### src/rtl/assert_macros.svh
// Assertion helpers for the RTL that checks itself.
`ifndef ASSERT_MACROS_SVH
`define ASSERT_MACROS_SVH

// Check a condition at every clock edge outside reset.
`define ASSERT_ALWAYS(label, cond, msg) \
  label: assert property (@(posedge clk) disable iff (!rst_n) (cond)) else $error(msg);

// Check that a trigger implies a consequence in the same cycle.
`define ASSERT_IMPLY(label, trig, cons, msg) \
  label: assert property (@(posedge clk) disable iff (!rst_n) (trig) |-> (cons)) else $error(msg);

// Check that a trigger implies a consequence in the next cycle.
`define ASSERT_NEXT(label, trig, cons, msg) \
  label: assert property (@(posedge clk) disable iff (!rst_n) (trig) |=> (cons)) else $error(msg);

`endif

### src/rtl/bced_pkg.sv
`default_nettype none

package bced_pkg;

  localparam int unsigned MSEC_W     = 32;
  localparam int unsigned CFG_W      = 16;
  localparam int unsigned CLICK_W    = 8;
  localparam int unsigned CFG_ADDR_W = 3;
  localparam int unsigned CFG_DATA_W = 32;

  // Operation codes of an input request.
  localparam logic OP_CHANGE = 1'b0;
  localparam logic OP_POLL   = 1'b1;

  // Pin levels (active low button).
  localparam logic LEVEL_PRESSED  = 1'b0;
  localparam logic LEVEL_RELEASED = 1'b1;

  // Register indexes, taken from paddr above the byte offset.
  localparam logic [0:0] REG_DEBOUNCE       = 1'b0;
  localparam logic [0:0] REG_CLICK_INTERVAL = 1'b1;

  localparam logic [CFG_W-1:0] DEBOUNCE_RESET       = 16'd50;
  localparam logic [CFG_W-1:0] CLICK_INTERVAL_RESET = 16'd300;

  localparam logic [CLICK_W-1:0] CLICK_MAX = 8'hFF;

  typedef enum logic [1:0] {
    KIND_NONE     = 2'd0,
    KIND_PRESSED  = 2'd1,
    KIND_RELEASED = 2'd2,
    KIND_CLICKED  = 2'd3
  } event_kind_t;

  typedef struct packed {
    logic [CFG_W-1:0] debounce_msec;
    logic [CFG_W-1:0] run_gap_msec;
  } cfg_t;

  typedef struct packed {
    logic              operation;
    logic              pin_level;
    logic [MSEC_W-1:0] now_msec;
  } in_item_t;

  typedef struct packed {
    event_kind_t        event_kind;
    logic [MSEC_W-1:0]  event_msec;
    logic [CLICK_W-1:0] clicks;
  } out_item_t;

  typedef struct packed {
    logic              level;
    logic [MSEC_W-1:0] msec;
  } edge_t;

  typedef struct packed {
    logic push;
    logic pop;
  } q_ctrl_t;

  typedef struct packed {
    logic  empty;
    logic  full;
    edge_t head;
  } q_stat_t;

endpackage

`default_nettype wire

### src/rtl/bced_if.sv
`default_nettype none

interface bced_in_if;
  logic        valid;
  logic        ready;
  logic        operation;
  logic        pin_level;
  logic [31:0] now_msec;

  modport source (output valid, output operation, output pin_level, output now_msec,
                  input ready);
  modport sink   (input valid, input operation, input pin_level, input now_msec,
                  output ready);
endinterface

interface bced_out_if;
  logic        valid;
  logic        ready;
  logic [1:0]  event_kind;
  logic [31:0] event_msec;
  logic [7:0]  clicks;

  modport source (output valid, output event_kind, output event_msec, output clicks,
                  input ready);
  modport sink   (input valid, input event_kind, input event_msec, input clicks,
                  output ready);
endinterface

`default_nettype wire

### src/rtl/bced_cfg.sv
`default_nettype none

module bced_cfg (
  input  logic                                clk,
  input  logic                                rst_n,
  input  logic                                psel,
  input  logic                                penable,
  input  logic                                pwrite,
  input  logic [bced_pkg::CFG_ADDR_W-1:0]     paddr,
  input  logic [bced_pkg::CFG_DATA_W-1:0]     pwdata,
  output logic [bced_pkg::CFG_DATA_W-1:0]     prdata,
  output logic                                pready,
  output bced_pkg::cfg_t                      cfg
);
  import bced_pkg::*;

  logic [CFG_W-1:0] debounce_r, debounce_nxt;
  logic [CFG_W-1:0] interval_r, interval_nxt;
  logic [0:0]       reg_idx;
  logic             wr_en;

  assign pready  = 1'b1;
  assign reg_idx = paddr[CFG_ADDR_W-1:2];
  assign wr_en   = psel && penable && pwrite;

  always_comb begin
    debounce_nxt = debounce_r;
    interval_nxt = interval_r;
    if (wr_en) begin
      unique case (reg_idx)
        REG_DEBOUNCE:       debounce_nxt = pwdata[CFG_W-1:0];
        REG_CLICK_INTERVAL: interval_nxt = pwdata[CFG_W-1:0];
      endcase
    end
  end

  always_comb begin
    unique case (reg_idx)
      REG_DEBOUNCE:       prdata = {{(CFG_DATA_W-CFG_W){1'b0}}, debounce_r};
      REG_CLICK_INTERVAL: prdata = {{(CFG_DATA_W-CFG_W){1'b0}}, interval_r};
    endcase
  end

  always_ff @(posedge clk) begin
    if (!rst_n) begin
      debounce_r <= DEBOUNCE_RESET;
      interval_r <= CLICK_INTERVAL_RESET;
    end else begin
      debounce_r <= debounce_nxt;
      interval_r <= interval_nxt;
    end
  end

  assign cfg.debounce_msec = debounce_r;
  assign cfg.run_gap_msec  = interval_r;

endmodule

`default_nettype wire

### src/rtl/bced_queue.sv
`default_nettype none

module bced_queue #(
  parameter int unsigned DEPTH = 8
) (
  input  logic              clk,
  input  logic              rst_n,
  input  bced_pkg::q_ctrl_t ctrl,
  input  bced_pkg::edge_t   wr_entry,
  output bced_pkg::q_stat_t stat
);
  import bced_pkg::*;

  localparam int unsigned PTR_W = (DEPTH > 1) ? $clog2(DEPTH) : 1;
  localparam int unsigned CNT_W = $clog2(DEPTH + 1);
  localparam logic [PTR_W-1:0] LAST_SLOT = PTR_W'(DEPTH - 1);
  localparam logic [CNT_W-1:0] FULL_CNT  = CNT_W'(DEPTH);

  edge_t mem [DEPTH];

  logic [PTR_W-1:0] rd_ptr_r, rd_ptr_nxt;
  logic [PTR_W-1:0] wr_ptr_r, wr_ptr_nxt;
  logic [CNT_W-1:0] fill_r, fill_nxt;
  edge_t            rd_data_r;
  edge_t            wr_data_r;
  logic             fwd_r;

  always_comb begin
    rd_ptr_nxt = rd_ptr_r;
    wr_ptr_nxt = wr_ptr_r;
    fill_nxt   = fill_r;
    if (ctrl.push) begin
      wr_ptr_nxt = (wr_ptr_r == LAST_SLOT) ? '0 : wr_ptr_r + 1'b1;
      fill_nxt   = fill_r + 1'b1;
    end else if (ctrl.pop) begin
      rd_ptr_nxt = (rd_ptr_r == LAST_SLOT) ? '0 : rd_ptr_r + 1'b1;
      fill_nxt   = fill_r - 1'b1;
    end
  end

  always_ff @(posedge clk) begin
    if (!rst_n) begin
      rd_ptr_r <= '0;
      wr_ptr_r <= '0;
      fill_r   <= '0;
    end else begin
      rd_ptr_r <= rd_ptr_nxt;
      wr_ptr_r <= wr_ptr_nxt;
      fill_r   <= fill_nxt;
    end
  end

  // Storage plus a registered read of the next head; forward a write that
  // lands on the slot being read in the same cycle.
  always_ff @(posedge clk) begin
    if (ctrl.push) begin
      mem[wr_ptr_r] <= wr_entry;
    end
    rd_data_r <= mem[rd_ptr_nxt];
    wr_data_r <= wr_entry;
    fwd_r     <= ctrl.push && (wr_ptr_r == rd_ptr_nxt);
  end

  assign stat.empty = (fill_r == '0);
  assign stat.full  = (fill_r == FULL_CNT);
  assign stat.head  = fwd_r ? wr_data_r : rd_data_r;

endmodule

`default_nettype wire

### src/rtl/bced_eval.sv
`default_nettype none

module bced_eval (
  input  logic                clk,
  input  logic                rst_n,
  input  bced_pkg::cfg_t      cfg,
  input  bced_pkg::in_item_t  item,
  input  logic                fire,
  input  bced_pkg::q_stat_t   q_stat,
  output bced_pkg::q_ctrl_t   q_ctrl,
  output bced_pkg::edge_t     q_wr_entry,
  output bced_pkg::out_item_t result
);
  import bced_pkg::*;

  logic               level_now_r, level_now_nxt;
  logic [MSEC_W-1:0]  last_edge_r, last_edge_nxt;
  logic [MSEC_W-1:0]  press_start_r, press_start_nxt;
  logic [CLICK_W-1:0] click_total_r, click_total_nxt;

  logic [MSEC_W-1:0]  interval_ext;
  logic [MSEC_W-1:0]  since_edge;
  logic [MSEC_W-1:0]  head_age;
  logic [MSEC_W-1:0]  now_age;
  logic               edge_ok;
  logic               run_open;
  logic               head_late;
  logic               now_late;
  logic [CLICK_W-1:0] click_base;

  assign interval_ext = {{(MSEC_W-CFG_W){1'b0}}, cfg.run_gap_msec};
  assign since_edge   = item.now_msec - last_edge_r;
  assign head_age     = q_stat.head.msec - press_start_r;
  assign now_age      = item.now_msec - press_start_r;
  assign run_open     = (click_total_r != '0);
  assign head_late    = (head_age > interval_ext);
  assign now_late     = (now_age > interval_ext);
  assign edge_ok      = (item.pin_level != level_now_r) &&
                        (since_edge >= {{(MSEC_W-CFG_W){1'b0}}, cfg.debounce_msec});
  assign click_base   = head_late ? '0 : click_total_r;

  assign q_wr_entry.level = item.pin_level;
  assign q_wr_entry.msec  = item.now_msec;

  always_comb begin
    level_now_nxt   = level_now_r;
    last_edge_nxt   = last_edge_r;
    press_start_nxt = press_start_r;
    click_total_nxt = click_total_r;
    q_ctrl          = '0;
    result.event_kind = KIND_NONE;
    result.event_msec = item.now_msec;
    result.clicks     = '0;

    if (item.operation == OP_CHANGE) begin
      if (edge_ok) begin
        last_edge_nxt = item.now_msec;
        q_ctrl.push   = !q_stat.full;
      end
    end else if (!q_stat.empty) begin
      result.event_msec = q_stat.head.msec;
      if (run_open && head_late) begin
        // Close the run; keep the head queued.
        result.event_kind = KIND_CLICKED;
        result.clicks     = click_total_r;
        click_total_nxt   = '0;
        press_start_nxt   = '0;
      end else begin
        q_ctrl.pop = 1'b1;
        if (q_stat.head.level == LEVEL_PRESSED) begin
          result.event_kind = KIND_PRESSED;
          press_start_nxt   = q_stat.head.msec;
          click_total_nxt   = (click_base == CLICK_MAX) ? click_base : click_base + 1'b1;
        end else begin
          result.event_kind = KIND_RELEASED;
        end
      end
    end else if (run_open && now_late) begin
      result.event_kind = KIND_CLICKED;
      result.clicks     = click_total_r;
      click_total_nxt   = '0;
    end

    level_now_nxt = item.pin_level;

    if (!fire) begin
      level_now_nxt   = level_now_r;
      last_edge_nxt   = last_edge_r;
      press_start_nxt = press_start_r;
      click_total_nxt = click_total_r;
      q_ctrl          = '0;
    end
  end

  always_ff @(posedge clk) begin
    if (!rst_n) begin
      level_now_r   <= LEVEL_RELEASED;
      last_edge_r   <= '0;
      press_start_r <= '0;
      click_total_r <= '0;
    end else begin
      level_now_r   <= level_now_nxt;
      last_edge_r   <= last_edge_nxt;
      press_start_r <= press_start_nxt;
      click_total_r <= click_total_nxt;
    end
  end

endmodule

`default_nettype wire

### src/rtl/button_click_event_detector.sv
// Channel   Dir  Handshake       Payload
// in_ch     in   valid / ready   operation, pin_level, now_msec
// out_ch    out  valid / ready   event_kind, event_msec, clicks
// cfg (APB) in   psel / penable  paddr, pwdata, prdata, pready
//
// One request per cycle sustained while out_ch takes events; a request waits in the input
// register, and a poll's event shows on out_ch the cycle after it leaves there.
// The edge ring has a registered read port, so the head entry is always
// prefetched for the next poll.
// Reset (rst_n, synchronous) empties the ring and loads register defaults.
// A poll stalls in the input register only while an event waits on out_ch.
`default_nettype none
`include "assert_macros.svh"

module button_click_event_detector #(
  parameter int unsigned QUEUE_DEPTH = 8
) (
  input  logic                            clk,
  input  logic                            rst_n,
  bced_in_if.sink                         in_ch,
  bced_out_if.source                      out_ch,
  input  logic                            psel,
  input  logic                            penable,
  input  logic                            pwrite,
  input  logic [bced_pkg::CFG_ADDR_W-1:0] paddr,
  input  logic [bced_pkg::CFG_DATA_W-1:0] pwdata,
  output logic [bced_pkg::CFG_DATA_W-1:0] prdata,
  output logic                            pready
);
  import bced_pkg::*;

  cfg_t      cfg;
  q_ctrl_t   q_ctrl;
  q_stat_t   q_stat;
  edge_t     q_wr_entry;
  out_item_t result;

  // Input register.
  logic     stg_valid_r, stg_valid_nxt;
  in_item_t stg_item_r;
  logic     stg_fire;
  logic     stg_poll;

  // Result register.
  logic      out_valid_r, out_valid_nxt;
  out_item_t out_item_r;

  bced_cfg u_cfg (
    .clk     (clk),
    .rst_n   (rst_n),
    .psel    (psel),
    .penable (penable),
    .pwrite  (pwrite),
    .paddr   (paddr),
    .pwdata  (pwdata),
    .prdata  (prdata),
    .pready  (pready),
    .cfg     (cfg)
  );

  bced_queue #(
    .DEPTH (QUEUE_DEPTH)
  ) u_queue (
    .clk      (clk),
    .rst_n    (rst_n),
    .ctrl     (q_ctrl),
    .wr_entry (q_wr_entry),
    .stat     (q_stat)
  );

  bced_eval u_eval (
    .clk        (clk),
    .rst_n      (rst_n),
    .cfg        (cfg),
    .item       (stg_item_r),
    .fire       (stg_fire),
    .q_stat     (q_stat),
    .q_ctrl     (q_ctrl),
    .q_wr_entry (q_wr_entry),
    .result     (result)
  );

  // Advance a change request at once; hold a poll until the result slot frees.
  assign stg_poll = (stg_item_r.operation == OP_POLL);
  assign stg_fire = stg_valid_r && (!stg_poll || !out_valid_r || out_ch.ready);
  assign in_ch.ready = !stg_valid_r || stg_fire;

  always_comb begin
    stg_valid_nxt = stg_valid_r;
    if (in_ch.valid && in_ch.ready) begin
      stg_valid_nxt = 1'b1;
    end else if (stg_fire) begin
      stg_valid_nxt = 1'b0;
    end
  end

  always_comb begin
    out_valid_nxt = out_valid_r;
    if (stg_fire && stg_poll) begin
      out_valid_nxt = 1'b1;
    end else if (out_ch.ready) begin
      out_valid_nxt = 1'b0;
    end
  end

  always_ff @(posedge clk) begin
    if (!rst_n) begin
      stg_valid_r <= 1'b0;
      out_valid_r <= 1'b0;
    end else begin
      stg_valid_r <= stg_valid_nxt;
      out_valid_r <= out_valid_nxt;
    end
  end

  // Payload registers: capture on accept, load the event on a poll.
  always_ff @(posedge clk) begin
    if (in_ch.valid && in_ch.ready) begin
      stg_item_r.operation <= in_ch.operation;
      stg_item_r.pin_level <= in_ch.pin_level;
      stg_item_r.now_msec  <= in_ch.now_msec;
    end
    if (stg_fire && stg_poll) begin
      out_item_r <= result;
    end
  end

  assign out_ch.valid      = out_valid_r;
  assign out_ch.event_kind = out_item_r.event_kind;
  assign out_ch.event_msec = out_item_r.event_msec;
  assign out_ch.clicks     = out_item_r.clicks;

  // Never write a full ring, never pop an empty one.
  `ASSERT_IMPLY(a_push_not_full, q_ctrl.push, !q_stat.full, "edge pushed into full ring")
  `ASSERT_IMPLY(a_pop_not_empty, q_ctrl.pop, !q_stat.empty, "edge popped from empty ring")
  // Push comes from a change request, pop from a poll: never both.
  `ASSERT_ALWAYS(a_push_pop_excl, !(q_ctrl.push && q_ctrl.pop), "push and pop together")
  // A click count travels only with a CLICKED event, and is never zero there.
  `ASSERT_IMPLY(a_clicks_kind, out_valid_r,
                (out_item_r.event_kind == KIND_CLICKED) == (out_item_r.clicks != '0),
                "click count does not match event kind")

endmodule

`default_nettype wire

### src/flat_wrapper.sv
// flat-port wrapper written by rule: the top's interface ports become plain ports
module button_click_event_detector_flat import bced_pkg::*;
#(
  parameter int unsigned QUEUE_DEPTH = 8
)
  (clk, rst_n, psel, penable, pwrite, paddr, pwdata, prdata, pready, in_ch_valid, in_ch_operation, in_ch_pin_level, in_ch_now_msec, in_ch_ready, out_ch_valid, out_ch_event_kind, out_ch_event_msec, out_ch_clicks, out_ch_ready);
  bced_in_if in_ch_i ();
  bced_out_if out_ch_i ();
  input  logic clk;
  input  logic rst_n;
  input  logic psel;
  input  logic penable;
  input  logic pwrite;
  input  logic [bced_pkg::CFG_ADDR_W-1:0] paddr;
  input  logic [bced_pkg::CFG_DATA_W-1:0] pwdata;
  output logic [bced_pkg::CFG_DATA_W-1:0] prdata;
  output logic pready;
  input wire logic [$bits(in_ch_i.valid)-1:0] in_ch_valid;
  input wire logic [$bits(in_ch_i.operation)-1:0] in_ch_operation;
  input wire logic [$bits(in_ch_i.pin_level)-1:0] in_ch_pin_level;
  input wire logic [$bits(in_ch_i.now_msec)-1:0] in_ch_now_msec;
  output wire logic [$bits(in_ch_i.ready)-1:0] in_ch_ready;
  output wire logic [$bits(out_ch_i.valid)-1:0] out_ch_valid;
  output wire logic [$bits(out_ch_i.event_kind)-1:0] out_ch_event_kind;
  output wire logic [$bits(out_ch_i.event_msec)-1:0] out_ch_event_msec;
  output wire logic [$bits(out_ch_i.clicks)-1:0] out_ch_clicks;
  input wire logic [$bits(out_ch_i.ready)-1:0] out_ch_ready;
  assign in_ch_i.valid = in_ch_valid;
  assign in_ch_i.operation = in_ch_operation;
  assign in_ch_i.pin_level = in_ch_pin_level;
  assign in_ch_i.now_msec = in_ch_now_msec;
  assign in_ch_ready = in_ch_i.ready;
  assign out_ch_valid = out_ch_i.valid;
  assign out_ch_event_kind = out_ch_i.event_kind;
  assign out_ch_event_msec = out_ch_i.event_msec;
  assign out_ch_clicks = out_ch_i.clicks;
  assign out_ch_i.ready = out_ch_ready;
  button_click_event_detector #(.QUEUE_DEPTH(QUEUE_DEPTH)) u_core (.clk(clk), .rst_n(rst_n), .in_ch(in_ch_i), .out_ch(out_ch_i), .psel(psel), .penable(penable), .pwrite(pwrite), .paddr(paddr), .pwdata(pwdata), .prdata(prdata), .pready(pready));
endmodule
### config.mk
export PLATFORM = sky130hd
export DESIGN_NAME = button_click_event_detector_flat
export DESIGN_NICKNAME = d
export VERILOG_FILES = /design/src/rtl/bced_pkg.sv /design/src/rtl/bced_if.sv /design/src/rtl/bced_cfg.sv /design/src/rtl/bced_queue.sv /design/src/rtl/bced_eval.sv /design/src/rtl/button_click_event_detector.sv /design/src/flat_wrapper.sv
export VERILOG_INCLUDE_DIRS = /design/src /design/src/rtl
export SDC_FILE = /design/constraint.sdc
export NUM_CORES = 1
export LEC_CHECK = 0
export BUFFER_PORTS_ARGS = -buffer_cell sky130_fd_sc_hd__buf_2
export CAP_MARGIN = 0
export CORE_MARGIN = 2
export CORE_UTILIZATION = 52
export DETAILED_ROUTE_END_ITERATION = 8
export PLACE_DENSITY_LB_ADDON = 0.08
export SETUP_SLACK_MARGIN = 0.4
export SLEW_MARGIN = 15
export SYNTH_ARGS = -nofsm -noshare
export SYNTH_HDL_FRONTEND = slang
export SYNTH_SLANG_ARGS = --single-unit
### constraint.sdc
create_clock -name clk -period 9.8 [get_ports clk]
set_clock_uncertainty 0.1 [all_clocks]
set_input_delay 0.49 -clock clk [delete_from_list [all_inputs] [get_ports clk]]
set_output_delay 0.49 -clock clk [all_outputs]
set_load 0.005 [all_outputs]
==> results.cfg, run 1 <==
[status]
status = finished clean

[sta]
final.setup.tns_ns = 0
fmax_ghz = 0.1186
finalHoldViolations = 0
fin_crit_ns = 8.434
final-max-slew-violation-count = 0
setup_slack_ns = 1.366
tightest_slew_ns = 1.132
fin_crit_sh_pct = 86.06
rsz0062_at_grt = false
setup_viol_count_final = 0
max_slew_margin_pct = 22.93

[worst_setup_path]
critical_path_class = reg2reg
critPathLaunchType = flip-flop
arrival_ns = 8.85
crit_fanout = 24
critPathRequiredTime_ns = 10.22
crit_path_end_kind = flip-flop

[drt]
drc = 0
viasPerCell = 5.929
wire_per_inst_um = 21.79
routed.top_layer = met4
dr_wl_met3_mm = 3.747
dr_wl_met2_mm = 33.60
num_vias = 19080
final_antenna_net_count = 0
wl_met1_mm = 30.85
first_iter_violations = 1411
routed_wl_mm = 70.12
drtPass1Iterations = 5

[cells_and_area]
design_area_um2 = 30210
nets = 2728
utilization_pct = 60.09
area_delta_synth_final_pct = 13.91
nFillCells = 4112
drive_gt1_share_pct = 16.39

[die]
start_util_pct = 52.76
die_w_um = 229.8
fp-row-count = 82
core_area_um2 = 50270
die_h_um = 229.8
die_area_um2 = 52830
io-pin-count = 153

[grt]
antenna_found_initial = 3
grt_pass1_vias = 18960
grt_pass1_wl_mm = 107.8
grt_max_degree = 118
grt_overflow = 0
grt_use_total_pct = 26.37

[yosys]
yosysTopAreaCellShare_pct = 38.49
ys_seq_elements = 524
syn-instance-count = 2348
synth_warnings = 0
yosys.cell_types.count = 83
syn_area_per_cell_um2 = 11.30
synth_ff_type = edfxtp_1
synth-edff-count = 340
synth_commonest_cells = 340 x edfxtp_1, 186 x nand2_1, 184 x dfxtp_1, 153 x nor2_1, 152 x a21oi_1
synth_top_area_cell = edfxtp_1
synth.most_common_cell = edfxtp_1
ys_seq_area_share_pct = 52.38
ys_top_cells_by_area = edfxtp_1 38%, dfxtp_1 14%, ha_1 7.1%, mux2_2 5.2%, mux2i_1 4.5%
syn_area_um2 = 26520
async_reset_ff_share_pct = 0

[clock_network]
ctsHoldBuffers = 36
cts.path.max_buffers = 3
clk_latency_ns = 0.62
clock-sinks = 524
cts_tree = done
root_buffer = clkbuf_16
h-tree-depth = 2
numCtsBuffers = 56
cts.clk_slew.worst_paths_ns = 0.06
post_cts_buffers = 0
ctsResizeCount = 0

[placement]
gp_congestion = 0.9124
hpwlAfterDp_mm = 48.50
io_buffer_count = 117
pre_cts_slack_ns = 1.469
dpl_cell_area_um2 = 27870

[power]
power_density_nw_per_um2 = 179.0
leakagePower_nw = 11.60
power_w = 0.005407
irDropWorstVdd_mv = 0.1303

[run]
drv_cap = 0

[hold_path]
hold_path.class = in2reg
[sequential cells by signal (all words and copies together) (netlist names), 4 cells and up]
signal and flops:
u_core.u_cfg.interval_r 16, u_core.stg_item_r 33, u_core.u_queue.mem 264, u_core.u_queue.wr_data_r 33, u_core.u_queue.rd_data_r 33, u_core.u_cfg.debounce_r 16
u_core.u_eval.click_total_r 8, u_core.u_queue.fill_r 4, u_core.u_eval.last_edge_r 32, u_core.u_eval.press_start_r 32, u_core.out_ch.event_msec 32, u_core.out_ch.clicks 8
[critical path, stage by stage (launching register included)]
cell      delay [ns]
dfxtp_2         0.78
buf_4           0.41
mux2_2          0.45
ha_1            0.35
o2111a_1        0.19
nor2_1          0.38
o21ai_0         0.24
a21o_1          0.21
a21oi_1         0.19
xnor2_1         0.10
ha_1            0.32
nand4_1         0.09
or4_1           0.49
or3_1           0.45
a211o_1         0.33
or4b_1          0.57
nor4bb_1        0.36
and4bb_2        0.36
o21ai_1         0.07
buf_4           0.26
mux2i_4         0.91
buf_4           0.35
o22ai_1         0.14
a221oi_2        0.19
[routing by layer]
metal	global-route usage [%]	vias up
met4	8.165	0
li1	-	9052
met5	0	-
met3	3.943	122
met2	44.53	507
met1	35.06	9399
[cells by family after synthesis]
group	count (synthesis)	synth area share (%)
DFF	524	52.38
adders and majority gates	154	7.378
other	2	0.02832
buffers and inverters	246	4.010
AOI/OAI and AO/OA	567	14.52
muxes	247	9.925
and+or+nand+nor	540	9.515
xor gates and xnor gates	68	2.245
[through the flow]
step	hold slack (ns)	std cells
floorplan	0.3363	2363
global placement	0.3431	3076
detailed placement	0.3471	3076
CTS	0.005822	3217
global route	0.02324	3217
finish	0.03210	3218
[layout by cell type (no fill, tap or decap), types with 56 or more instances in the layout]
master / n
a21oi_1: 152
buf_2: 117
clkbuf_16: 56
dfxtp_1: 183
edfxtp_1: 340
ha_1: 150
inv_1: 132
mux2_2: 123
mux2i_1: 115
nand2_1: 185
nor2_1: 150
o21ai_0: 93
[final cells by class]
class                   instances  area, um2  share of cell area, %
well taps                     672      840.8                  2.783
multi-input cells            1593      11770                  38.95
clock buffers                  78       1564                  5.177
flip-flops and latches        524      13890                  45.99
diodes                          1      2.502               0.008283
repair buffers                189       1229                  4.067
clock inverters                27      410.4                  1.358
inverters                     134      504.2                  1.669
[path summary, 6_finish.rpt]
kind,startpoint,end,slack [ns],depth (start not counted)
hold / removal,pwdata[9],u_core.u_cfg.debounce_r[9],0.03,3
setup reg to reg,u_core.u_queue.fwd_r,u_core.u_queue.rd_data_r[10],1.37,23
hold reg to reg,u_core.u_cfg.debounce_r[12],u_core.u_cfg.debounce_r[12],0.35,2
setup / recovery,u_core.u_queue.fwd_r,u_core.u_queue.rd_data_r[10],1.37,23
[report_power, final]
group	internal (W)	leakage, nW	total [W]	switching (W)
logic	0.000282	6.03	0.000699	0.000417
clock network	0.00136	0.964	0.00225	0.000893
registers	0.00240	4.60	0.00246	0.0000547
total	0.00404	11.6	0.00541	0.00136
Note: power is estimated with default switching activity, not from simulation.
==> run 2, diff against run 1 <==
SYNTH_HIERARCHICAL = 1   (was not set)
==> run 2 against run 1 <==
  * Via count increased by 12%
  * Hold slack improved by 0.0086 ns
  * Synthesized cell count up 19%
  * Routed wire length is 8.8% higher
  * Maximum frequency grew 2.7%
  * Critical path depth increased by 1
  * Die area rose by 9.3%
  * Core utilization decreased by 1.9 points
  * Area after synthesis is 9.4% higher
  * Critical path type unchanged
  * Largest power group unchanged
==> results.cfg, run 2 <==
[die]
die_w_um = 240.3
core_area_um2 = 55090
die_area_um2 = 57730
start_util_pct = 52.69
fp-row-count = 86
die_h_um = 240.3
io-pin-count = 153

[cells_and_area]
final_common_cell = edfxtp_1
top_register = u_core/u_queue/mem
drive_gt1_share_pct = 15.65
largest_reg_flops = 264
nFillCells = 4749
final_cell_mix = 340 x edfxtp_1, 328 x nand2_1, 211 x nor2_1
register_area_um2 = 13900
nets = 3073
multiInputGateArea_um2 = 13750
area_delta_synth_final_pct = 10.41
utilization_pct = 58.17

[worst_setup_path]
cpMostUsedCell = a21oi_1
slowest_stage = nor3_4
crit_path_end_kind = flip-flop
critPathLaunchType = flip-flop
cp_top_family = compound AO/OA/AOI/OAI gates
cpPeakStageDelay_ns = 0.65
crit_fanout = 39
reg2regPathDepth = 24
critical_path_depth = 24
critPathRequiredTime_ns = 10.19
path_buf_inv = 2
arrival_ns = 8.60
crit_chain = buf_4 -> mux2_2 -> ha_1 -> o211ai_1 -> a21oi_1 -> o31a_1 -> a211oi_1 -> xnor2_1 -> ha_1 -> a21o_1 -> a21o_1 -> a21oi_1 -> a21oi_1 -> a2111o_1 -> or4_1 -> nor4_2 -> nand4_2 -> nor3_4 -> o21ba_2 -> nor2b_4 -> buf_4 -> mux2_2 -> a211oi_1 -> nor3_2
critical_path_class = reg2reg

[clock_network]
clk_latency_ns = 0.61
cts_tree = done
cts.path.max_buffers = 3
h-tree-depth = 2
cts.clk_slew.worst_paths_ns = 0.06
clock-sinks = 524
ctsResizeCount = 0
root_buffer = clkbuf_16
numCtsBuffers = 53

[yosys]
synth_top_area_cell = edfxtp_1
yosys.cell_types.count = 92
synth_fa_ha_area_share_pct = 6.655
synth_warnings = 6
syn_area_um2 = 29030
syn_area_per_cell_um2 = 10.43
yosysTopAreaCellShare_pct = 35.17
ys_seq_area_share_pct = 47.86
async_reset_ff_share_pct = 0
synth_compound_area_share_pct = 13.03
synthXorXnorAreaFrac_pct = 1.841
synth-edff-count = 340
synth.most_common_cell = edfxtp_1
syn-instance-count = 2783
synthMuxAreaShare_pct = 9.957
ys_seq_elements = 524
synth_ff_type = edfxtp_1
synth_top_family_by_area = simple AND/OR/NAND/NOR gates
ys_top_cells_by_area = edfxtp_1 35%, dfxtp_1 13%, ha_1 6.4%, mux2_2 4.7%, nand2_1 4.2%
yosys.area_share.simple_pct = 15.23
synth_commonest_cells = 340 x edfxtp_1, 328 x nand2_1, 221 x nor2_1, 184 x dfxtp_1, 148 x ha_1

[grt]
antenna_found_initial = 2
grt_pass1_wl_mm = 117.7
grt_pass1_vias = 21220
grt_max_degree = 92
grt_overflow = 0
grt_use_total_pct = 26.29

[placement]
hpwlAfterDp_mm = 51.33
io_buffer_count = 117
gp_congestion = 0.9083

[power]
p_clk_share_pct = 38.8
p_comb_share_pct = 14.5
power_density_nw_per_um2 = 164.9
leakagePower_nw = 11.69
power.internal_w = 0.003892
power_switching_w = 0.001392
irDropWorstVdd_mv = 0.1324
switching_share_pct = 26.35
seqPwrFrac_pct = 46.7

[drt]
routed_wl_mm = 76.31
final_antenna_net_count = 0
wire_per_inst_um = 20.97
num_vias = 21450
first_iter_violations = 1268
drc = 0
viasPerCell = 5.894
drtPass1Iterations = 5

[sta]
setup_viol_count_final = 0
finalHoldViolations = 0
fin_crit_ns = 8.211
tightest_slew_ns = 1.156
fmax_ghz = 0.1218
final.setup.tns_ns = 0
rsz0062_at_grt = false
max_slew_margin_pct = 20.97
final-max-slew-violation-count = 0
fin_crit_sh_pct = 83.79

[status]
status = finished clean

[run]
drv_cap = 0

[hold_path]
min_delay_path_depth = 3
hold_path.class = in2reg
[run 2: layout make-up]
class / count / area share (%)
diodes: 2 / 0.01562
clock buffers: 76 / 4.755
clock inverters: 23 / 0.8277
inverters: 133 / 1.558
multi-input cells: 1953 / 42.91
flip-flops and latches: 524 / 43.36
well taps: 748 / 2.920
repair buffers: 180 / 3.654
[run 2: kinds of logic (layout without fill, tap and decap cells)]
logic type,after synthesis,after routing
buffers and inverters,321,412
DFF,524,524
other,2,19
adders and majority gates,152,152
muxes,268,268
xor gates and xnor gates,61,61
and+or+nand+nor,929,929
AOI/OAI and AO/OA,526,526
[run 2: per-layer routing]
layer,GRT usage [%],vias up,part of all wire [%]
li1,-,10240,-
met1,34.75,10490,44
met2,45.79,608,49
met3,3.134,113,4.9
met4,6.719,0,2.2
met5,0,-,0
[run 2: stage by stage]
| stage | cell area [um2] | hold WS, ns | setup WS (ns) | instances | power, W |
|---|---|---|---|---|---|
| 5_1_grt | 32040 | 0.03627 | 1.207 | 3637 | 0.005494 |
| 6_report | 32050 | 0.04072 | 1.589 | 3639 | 0.005284 |
| 2_1_floorplan | 29080 | 0.3347 | 2.847 | 2798 | 0.003056 |
| 3_3_place_gp | 29910 | 0.3420 | 1.770 | 3504 | 0.003244 |
| 3_5_place_dp | 29910 | 0.3490 | 1.668 | 3504 | 0.003260 |
| 4_1_cts | 32040 | 0.009640 | 1.661 | 3637 | 0.005318 |
[run 2: what timing repair did]
item | CTS | global route
hold endpoints to repair | 34 | 0
buffers inserted | 0 | 0
hold buffers | 34 | 0
[run 2: worst reg2reg max path, stage by stage, from the launching register on]
cell and delay [ns]:
dfxtp_1 0.30, buf_4 0.32, mux2_2 0.44, ha_1 0.37, o211ai_1 0.18, a21oi_1 0.09
o31a_1 0.37, a211oi_1 0.54, xnor2_1 0.20, ha_1 0.27, a21o_1 0.16, a21o_1 0.17
a21oi_1 0.15, a21oi_1 0.13, a2111o_1 0.39, or4_1 0.53, nor4_2 0.21, nand4_2 0.26
nor3_4 0.65, o21ba_2 0.36, nor2b_4 0.45, buf_4 0.62, mux2_2 0.43, a211oi_1 0.33
nor3_2 0.07
[run 2: worst paths after layout]
check | slack, ns | from | to
worst max-delay path | 1.59 | u_core/u_queue/fwd_r | u_core/u_queue/rd_data_r[16]
worst min-delay path | 0.04 | in_ch_valid | u_core/stg_valid_r
worst max register to register | 1.59 | u_core/u_queue/fwd_r | u_core/u_queue/rd_data_r[16]
worst min register to register | 0.36 | u_core/u_eval/last_edge_r[8] | u_core/u_eval/last_edge_r[8]
[run 2: power groups by stage]
| stage | registers [W] | clock network [W] | logic (W) |
|---|---|---|---|
| CTS | 0.00247 | 0.00209 | 0.000762 |
| global placement | 0.00251 | 0 | 0.000732 |
| detailed placement | 0.00251 | 0 | 0.000746 |
| finish | 0.00247 | 0.00205 | 0.000766 |
| global route | 0.00247 | 0.00217 | 0.000848 |
| floorplan | 0.00247 | 0 | 0.000585 |
